[src/cng_pkg.sv]
// shared types and constants for the next combination generator
`timescale 1ns / 1ps

package cng_pkg;

  localparam int K_MAX = 16;
  localparam int POS_W = 4;
  localparam int VAL_W = 6;
  localparam int N_W = 7;
  localparam int K_W = 5;
  localparam int OP_W = 2;
  localparam int IDX_W = 2;
  localparam int IN_TDATA_W = 16;
  localparam int OUT_TDATA_W = 16;

  localparam logic [N_W-1:0] N_SAT = N_W'(64);
  localparam logic [K_W-1:0] K_SAT = K_W'(K_MAX);
  localparam logic [N_W-1:0] N_RESET = N_W'(5);
  localparam logic [K_W-1:0] K_RESET = K_W'(3);

  typedef enum logic [OP_W-1:0] {
    OP_ADVANCE = 2'd0,
    OP_CLEAR   = 2'd1,
    OP_LOAD    = 2'd2,
    OP_NONE    = 2'd3
  } opcode_t;

  typedef enum logic [IDX_W-1:0] {
    REG_TOTAL_VALUES = 2'd0,
    REG_CHOSEN_COUNT = 2'd1
  } reg_index_t;

  typedef enum logic [1:0] {
    ST_IDLE = 2'b01,
    ST_RUN  = 2'b10
  } state_t;

  typedef struct packed {
    logic             shift;
    logic             clear;
    logic             load;
    logic [POS_W-1:0] load_pos;
    logic [VAL_W-1:0] load_val;
    logic             adv;
    logic             any_hit;
    logic [VAL_W-1:0] adv_base;
    logic [VAL_W-1:0] wrap_base;
    logic [K_W-1:0]   k;
  } cell_cmd_t;

endpackage

[src/next_combination_generator.sv]
// top level: config registers, sequencer and the rotating chain of element cells
// an item's first element is offered in the cycle after the item is taken
// no new item is taken until the 16-cell chain has made a full rotation, emitting the
//   first k cells and restoring the order; output stalls hold the rotation
// reset: synchronous; all elements zero, n = 5, k = 3, block idle and ready
`timescale 1ns / 1ps

module next_combination_generator (
  input  logic                             clk,
  input  logic                             rst,
  input  logic                             cfg_valid,
  output logic                             cfg_ready,
  input  logic [cng_pkg::IDX_W-1:0]        cfg_index,
  input  logic [cng_pkg::N_W-1:0]          cfg_data,
  input  logic                             s_tvalid,
  output logic                             s_tready,
  // opcode[1:0], position[5:2], value[11:6], zero fill
  input  logic [cng_pkg::IN_TDATA_W-1:0]   s_tdata,
  output logic                             m_tvalid,
  input  logic                             m_tready,
  // elem_position[3:0], elem_value[9:4], zero fill
  output logic [cng_pkg::OUT_TDATA_W-1:0]  m_tdata,
  output logic                             m_tlast,
  // wrapped[0]
  output logic [0:0]                       m_tuser
);

  logic [cng_pkg::N_W-1:0]   total_values;
  logic [cng_pkg::K_W-1:0]   chosen_count;
  logic [cng_pkg::N_W-1:0]   n_eff;
  logic [cng_pkg::K_W-1:0]   k_sat;
  logic [cng_pkg::K_W-1:0]   k_eff;
  cng_pkg::state_t           state;
  cng_pkg::state_t           state_next;
  logic [cng_pkg::POS_W-1:0] cnt;
  logic                      wrapped;
  logic                      accept;
  logic                      step;
  logic                      emitting;
  cng_pkg::opcode_t          op;
  cng_pkg::cell_cmd_t        cmd;
  logic [cng_pkg::VAL_W-1:0] adv_base;
  logic [cng_pkg::VAL_W-1:0] vals  [cng_pkg::K_MAX];
  logic [cng_pkg::VAL_W-1:0] cands [cng_pkg::K_MAX];
  logic [cng_pkg::K_MAX:0]   found;

  // config port, open only while no run is in progress
  assign cfg_ready = (state == cng_pkg::ST_IDLE);

  always_ff @(posedge clk) begin
    if (rst) begin
      total_values <= cng_pkg::N_RESET;
      chosen_count <= cng_pkg::K_RESET;
    end else if (cfg_valid && cfg_ready) begin
      case (cfg_index)
        cng_pkg::REG_TOTAL_VALUES: total_values <= cfg_data;
        cng_pkg::REG_CHOSEN_COUNT: chosen_count <= cfg_data[cng_pkg::K_W-1:0];
        default: ;
      endcase
    end
  end

  assign n_eff = (total_values > cng_pkg::N_SAT) ? cng_pkg::N_SAT : total_values;
  assign k_sat = (chosen_count > cng_pkg::K_SAT) ? cng_pkg::K_SAT : chosen_count;
  assign k_eff = (cng_pkg::N_W'(k_sat) > n_eff) ? cng_pkg::K_W'(n_eff) : k_sat;

  // sequencer
  assign s_tready = (state == cng_pkg::ST_IDLE);
  assign accept   = s_tvalid && s_tready;
  assign op       = cng_pkg::opcode_t'(s_tdata[1:0]);
  assign emitting = (state == cng_pkg::ST_RUN) && (cng_pkg::K_W'(cnt) < k_eff);
  assign step     = (state == cng_pkg::ST_RUN) && (!emitting || m_tready);

  always_comb begin
    state_next = state;
    case (state)
      cng_pkg::ST_IDLE: if (accept) state_next = cng_pkg::ST_RUN;
      cng_pkg::ST_RUN:  if (step && (cnt == cng_pkg::POS_W'(cng_pkg::K_MAX - 1)))
                          state_next = cng_pkg::ST_IDLE;
      default:          state_next = cng_pkg::ST_IDLE;
    endcase
  end

  always_ff @(posedge clk) begin
    if (rst) begin
      state   <= cng_pkg::ST_IDLE;
      cnt     <= '0;
      wrapped <= 1'b0;
    end else begin
      state <= state_next;
      if (accept) begin
        cnt     <= '0;
        wrapped <= (op == cng_pkg::OP_ADVANCE) && !found[cng_pkg::K_MAX] && (k_eff != '0);
      end else if (step) begin
        cnt <= cnt + cng_pkg::POS_W'(1);
      end
    end
  end

  // lowest hit selects the advance base
  always_comb begin
    adv_base = '0;
    for (int i = 0; i < cng_pkg::K_MAX; i++) begin
      adv_base = adv_base | cands[i];
    end
  end

  always_comb begin
    cmd.shift     = step;
    cmd.clear     = accept && (op == cng_pkg::OP_CLEAR);
    cmd.load      = accept && (op == cng_pkg::OP_LOAD);
    cmd.load_pos  = s_tdata[5:2];
    cmd.load_val  = s_tdata[11:6];
    cmd.adv       = accept && (op == cng_pkg::OP_ADVANCE);
    cmd.any_hit   = found[cng_pkg::K_MAX];
    cmd.adv_base  = adv_base;
    cmd.wrap_base = cng_pkg::VAL_W'(n_eff - cng_pkg::N_W'(k_eff));
    cmd.k         = k_eff;
  end

  assign found[0] = 1'b0;

  for (genvar i = 0; i < cng_pkg::K_MAX; i++) begin : g_cell
    cng_cell u_cell (
      .clk       (clk),
      .rst       (rst),
      .idx       (cng_pkg::POS_W'(i)),
      .cmd       (cmd),
      .nbr       (vals[(i + 1) % cng_pkg::K_MAX]),
      .found_in  (found[i]),
      .found_out (found[i+1]),
      .value     (vals[i]),
      .cand      (cands[i])
    );
  end

  // output from the head of the chain
  assign m_tvalid   = emitting;
  assign m_tdata    = {{(cng_pkg::OUT_TDATA_W - cng_pkg::POS_W - cng_pkg::VAL_W){1'b0}},
                       vals[0], cnt};
  assign m_tlast    = (cng_pkg::K_W'(cnt) == (k_eff - cng_pkg::K_W'(1)));
  assign m_tuser[0] = wrapped;

endmodule

[src/cng_cell.sv]
// one element of the combination chain with its advance, rotate, clear and load logic
`timescale 1ns / 1ps

module cng_cell (
  input  logic                     clk,
  input  logic                     rst,
  input  logic [cng_pkg::POS_W-1:0] idx,
  input  cng_pkg::cell_cmd_t       cmd,
  input  logic [cng_pkg::VAL_W-1:0] nbr,
  input  logic                     found_in,
  output logic                     found_out,
  output logic [cng_pkg::VAL_W-1:0] value,
  output logic [cng_pkg::VAL_W-1:0] cand
);

  logic                      active;
  logic                      hit;
  logic                      first_hit;
  logic [cng_pkg::VAL_W-1:0] idx_ext;
  logic [cng_pkg::VAL_W-1:0] value_next;

  assign idx_ext   = cng_pkg::VAL_W'(idx);
  assign active    = cng_pkg::K_W'(idx) < cmd.k;
  assign hit       = active && (value > idx_ext);
  assign first_hit = hit && !found_in;
  assign found_out = found_in || hit;
  assign cand      = first_hit ? (value - idx_ext - cng_pkg::VAL_W'(1)) : '0;

  always_comb begin
    value_next = value;
    if (cmd.shift) begin
      value_next = nbr;
    end else if (cmd.clear) begin
      value_next = '0;
    end else if (cmd.load && (cmd.load_pos == idx)) begin
      value_next = cmd.load_val;
    end else if (cmd.adv) begin
      if (cmd.any_hit && !found_in) begin
        value_next = cmd.adv_base + idx_ext;
      end else if (!cmd.any_hit && active) begin
        value_next = cmd.wrap_base + idx_ext;
      end
    end
  end

  always_ff @(posedge clk) begin
    if (rst) begin
      value <= '0;
    end else begin
      value <= value_next;
    end
  end

endmodule

[config.mk]
export PLATFORM = sky130hd
export DESIGN_NAME = next_combination_generator
export DESIGN_NICKNAME = d
export VERILOG_FILES = /design/src/cng_pkg.sv /design/src/next_combination_generator.sv /design/src/cng_cell.sv
export SDC_FILE = /design/constraint.sdc
export NUM_CORES = 1
export LEC_CHECK = 0
export ABC_CLOCK_PERIOD_IN_PS = 5900
export BUFFER_PORTS_ARGS = -buffer_cell sky130_fd_sc_hd__buf_4
export CAP_MARGIN = 20
export CELL_PAD_IN_SITES_DETAIL_PLACEMENT = 1
export CELL_PAD_IN_SITES_GLOBAL_PLACEMENT = 2
export CORE_MARGIN = 2
export CORE_UTILIZATION = 33
export DETAILED_ROUTE_END_ITERATION = 8
export PLACE_DENSITY = 0.75
export SYNTH_ARGS = -nofsm -noshare
export SYNTH_HDL_FRONTEND = slang
export SYNTH_SLANG_ARGS = --single-unit
[constraint.sdc]
create_clock -name clk -period 5.9 [get_ports clk]
set_clock_uncertainty 0.1 [all_clocks]
set_input_delay 1.18 -clock clk [delete_from_list [all_inputs] [get_ports clk]]
set_output_delay 1.18 -clock clk [all_outputs]
set_load 0.02 [all_outputs]
==> impl_metrics.toml <==
[setup_path]
worstSetupPathType = "reg2reg"
worst-path-max-fanout = 6
setup.worst_path.start = "chosen_count[4]$_SDFFE_PP0P_"
r2r-end = "g_cell[2].u_cell.value[3]$_SDFFE_PP0P_"
timing.rr.start = "chosen_count[4]$_SDFFE_PP0P_"
cp-start-kind = "flip-flop"
crit_path_end_kind = "flip-flop"
r2r_cells = 22
rrSetupSlack_ps = 240
required_ps = 6190
crit_end = "g_cell[2].u_cell.value[3]$_SDFFE_PP0P_"
cp_data_arrival_time_ps = 5950

[sta]
tightest_slew_ps = 1170
setup_viol = 0
report.final.slew_viol_count = 0
min_period_ps = 5660
max_slew_margin_pct = 22.2
period_share_pct = 95.9
fmax_mhz = 177
finalHoldViolations = 0

[final_layout]
syn_to_final_growth_pct = 20.5
seq_area_um2 = 2300
final_util_pct = 40.5
finalNetCount = 1935
fill_cells = 4604
multiInputGateArea_um2 = 9560
drive_gt1_share_pct = 17.3

[hold_path]
hold_class = "reg2reg"

[place]
gp_congestion = 0.991
portBuffers = 40
dp_hpwl_mm = 51.1

[floorplan]
fp.dieH_um = 197
dieArea_um2 = 38900
die_x_um = 197
core_area_um2 = 36700
start_util_pct = 33.6
io_pins = 51
num_rows = 70

[synth]
synth_seq_cells = 115
ys_types = 101
synth_edf_count = 0
syn_area_per_cell_um2 = 7.06
synth_area_um2 = 12300
ys_warn_count = 0
synth_cells = 1747
async_flop_share_pct = 0
synth_ff_type = "dfxtp_1"
seq_area_frac_synth_pct = 18.7

[route]
routed_wirelength_mm = 67.3
via_count = 14800
antenna_left = 0
drtIter0Drc = 1287
via_per_inst = 6.36
firstDrtPassIters = 5
wire_per_inst_um = 28.9
drc_errors = 0

[clocking]
cts_root_buf = "clkbuf_16"
clockBufferDepth = 2
numCtsBuffers = 17
clk_latency_ps = 470
clock-sinks = 115
cts.clk_slew.worst_paths_ps = 60
cts-hold-fix-buffers = 0
ctsHtreeMaxLevel = 4
cts_tree = "yes"

[pwr]
vdd_drop_max_mv = 0.222
power_uw = 6630
p_leak_uw = 0.00570
powerDensity_nw_per_um2 = 446

[global_route]
grt_overflow_total = 0
grt_pass1_wl_mm = 99.5
first_global_vias = 14900
antenna_found_initial = 2
grt_util_all_layers_pct = 34.9
grt_max_degree = 66

[job]
maxCapViolCount = 0

[status]
outcome = "finished clean"
==> layout make-up <==
class	count	share of cell area [%]
multi-input cells	1464	64.4
repair buffers	193	10.2
clock inverters	13	1.40
well taps	468	3.94
inverters	59	1.52
diodes	2	0.0337
flip-flops and latches	115	15.5
clock buffers	19	2.98
==> through the flow <==
stage	setup slack, ps	hold WS (ps)	setup TNS [ps]	cells	cell area, um2
after floorplan	388	336	0	1752	12300
after global placement	-272	356	-3020	2289	13900
after detailed placement	-380	356	-7950	2291	13900
after CTS	5.15	375	0	2323	14600
after global routing	-10.3	397	-10.3	2331	14800
final	242	370	0	2333	14900
==> placed cells by master (no fill, tap or decap), drive strengths merged, types with 10 or more instances in the layout <==
cell type    n
a22oi       28
nand2      187
o31ai       12
a211oi      91
and3        10
clkbuf      19
a32oi       10
inv         58
a31oi       27
nand3       55
nor2b       16
mux2i       39
a311oi      16
o21ai      123
ha          54
nand4       12
nor4        16
dfxtp      115
and2        11
a21oi      132
or3         17
nor3        45
xnor2       63
a221oi      21
xor2        45
o211ai      36
nand2b      15
buf        193
a222oi      11
nor2       235
==> logic make-up (layout without fill, tap and decap cells) <==
group                    after synthesis  count (layout)  share of synthesized area [%]
adder cells (fa/ha/maj)               56              56                           5.72
flip-flops                           115             115                           18.7
other                                  1               8                         0.0304
multiplexers                          47              47                           3.90
AO/OA/AOI/OAI                        601             601                           33.8
buffers and inverters                173             284                           6.05
XOR/XNOR                             108             108                           7.67
AND/OR/NAND/NOR                      646             646                           24.2
==> synth_stat cells, types with 12 or more instances <==
cell type    n  area [um2]
nor2_1     234         878
nand2_1    186         698
a21oi_1    129         646
dfxtp_1    115        2300
o21ai_0    101         505
a211oi_1    85         638
clkbuf_1    65         244
xnor2_1     63         552
inv_1       56         210
nand3_1     55         275
ha_1        54         676
xor2_1      45         394
nor3_1      40         200
mux2i_1     39         390
o211ai_1    35         263
buf_2       29         145
a22oi_1     27         203
a31oi_1     27         169
a221oi_1    20         175
o21ai_1     18        90.1
or3_1       17         106
a311oi_1    16         140
nor2b_1     16         100
nand2b_1    15        93.8
nor4_1      14        87.6
buf_4       12        90.1
nand4_1     12        75.1
==> worst min path at each step <==
stage,from,to,cells past startpoint,slack (ps)
after detailed placement,chosen_count[1]$_SDFFE_PP1P_,chosen_count[1]$_SDFFE_PP1P_,2,360
after global routing,chosen_count[1]$_SDFFE_PP1P_,chosen_count[1]$_SDFFE_PP1P_,2,400
final,chosen_count[1]$_SDFFE_PP1P_,chosen_count[1]$_SDFFE_PP1P_,2,370
after floorplan,chosen_count[1]$_SDFFE_PP1P_,chosen_count[1]$_SDFFE_PP1P_,2,340
after CTS,chosen_count[1]$_SDFFE_PP1P_,chosen_count[1]$_SDFFE_PP1P_,2,370
after global placement,chosen_count[1]$_SDFFE_PP1P_,chosen_count[1]$_SDFFE_PP1P_,2,360
==> registers in the layout (all words and copies together), names as in the netlist <==
name / count
chosen_count: 5
cnt: 4
g_cell.u_cell.value: 96
m_tuser: 1
state: 2
total_values: 7
==> where the power goes <==
group	leakage, uW	internal [uW]	total (uW)	switching, uW
clock network	0.000305	759	1210	450
registers	0.000935	855	992	137
logic	0.00446	1650	4420	2770
total	0.00570	3260	6630	3360
==> routing by layer <==
layer  GRT usage [%]  wire length, um  vias up
li1                -                -     6678
met5               0               10        -
met2            56.0            30000      615
met3            4.18             4480      135
met4            15.2             2920        2
met1            47.0            29900     7398
==> timing repair <==
item                       4_1_cts  5_1_grt
resized for setup               13       43
setup endpoints to repair       69       68
setup buffers                    0        8
pin swaps                        0        8
cloned                           0        0
==> worst max-delay path: stages (launching register included) <==
cell	delay, ps
dfxtp_2	350
nor2b_1	370
ha_1	340
and3_1	240
a2111oi_4	510
a211oi_4	120
nor2_4	200
inv_2	60
ha_1	270
a41o_1	260
o211ai_1	310
buf_4	170
buf_4	100
o221a_2	230
o211ai_1	210
nor3_4	290
buf_4	230
mux2i_1	110
ha_1	240
xor2_1	170
nor2_1	60
or4_1	510
a21oi_1	130
Note: power is estimated with default switching activity, not from simulation.
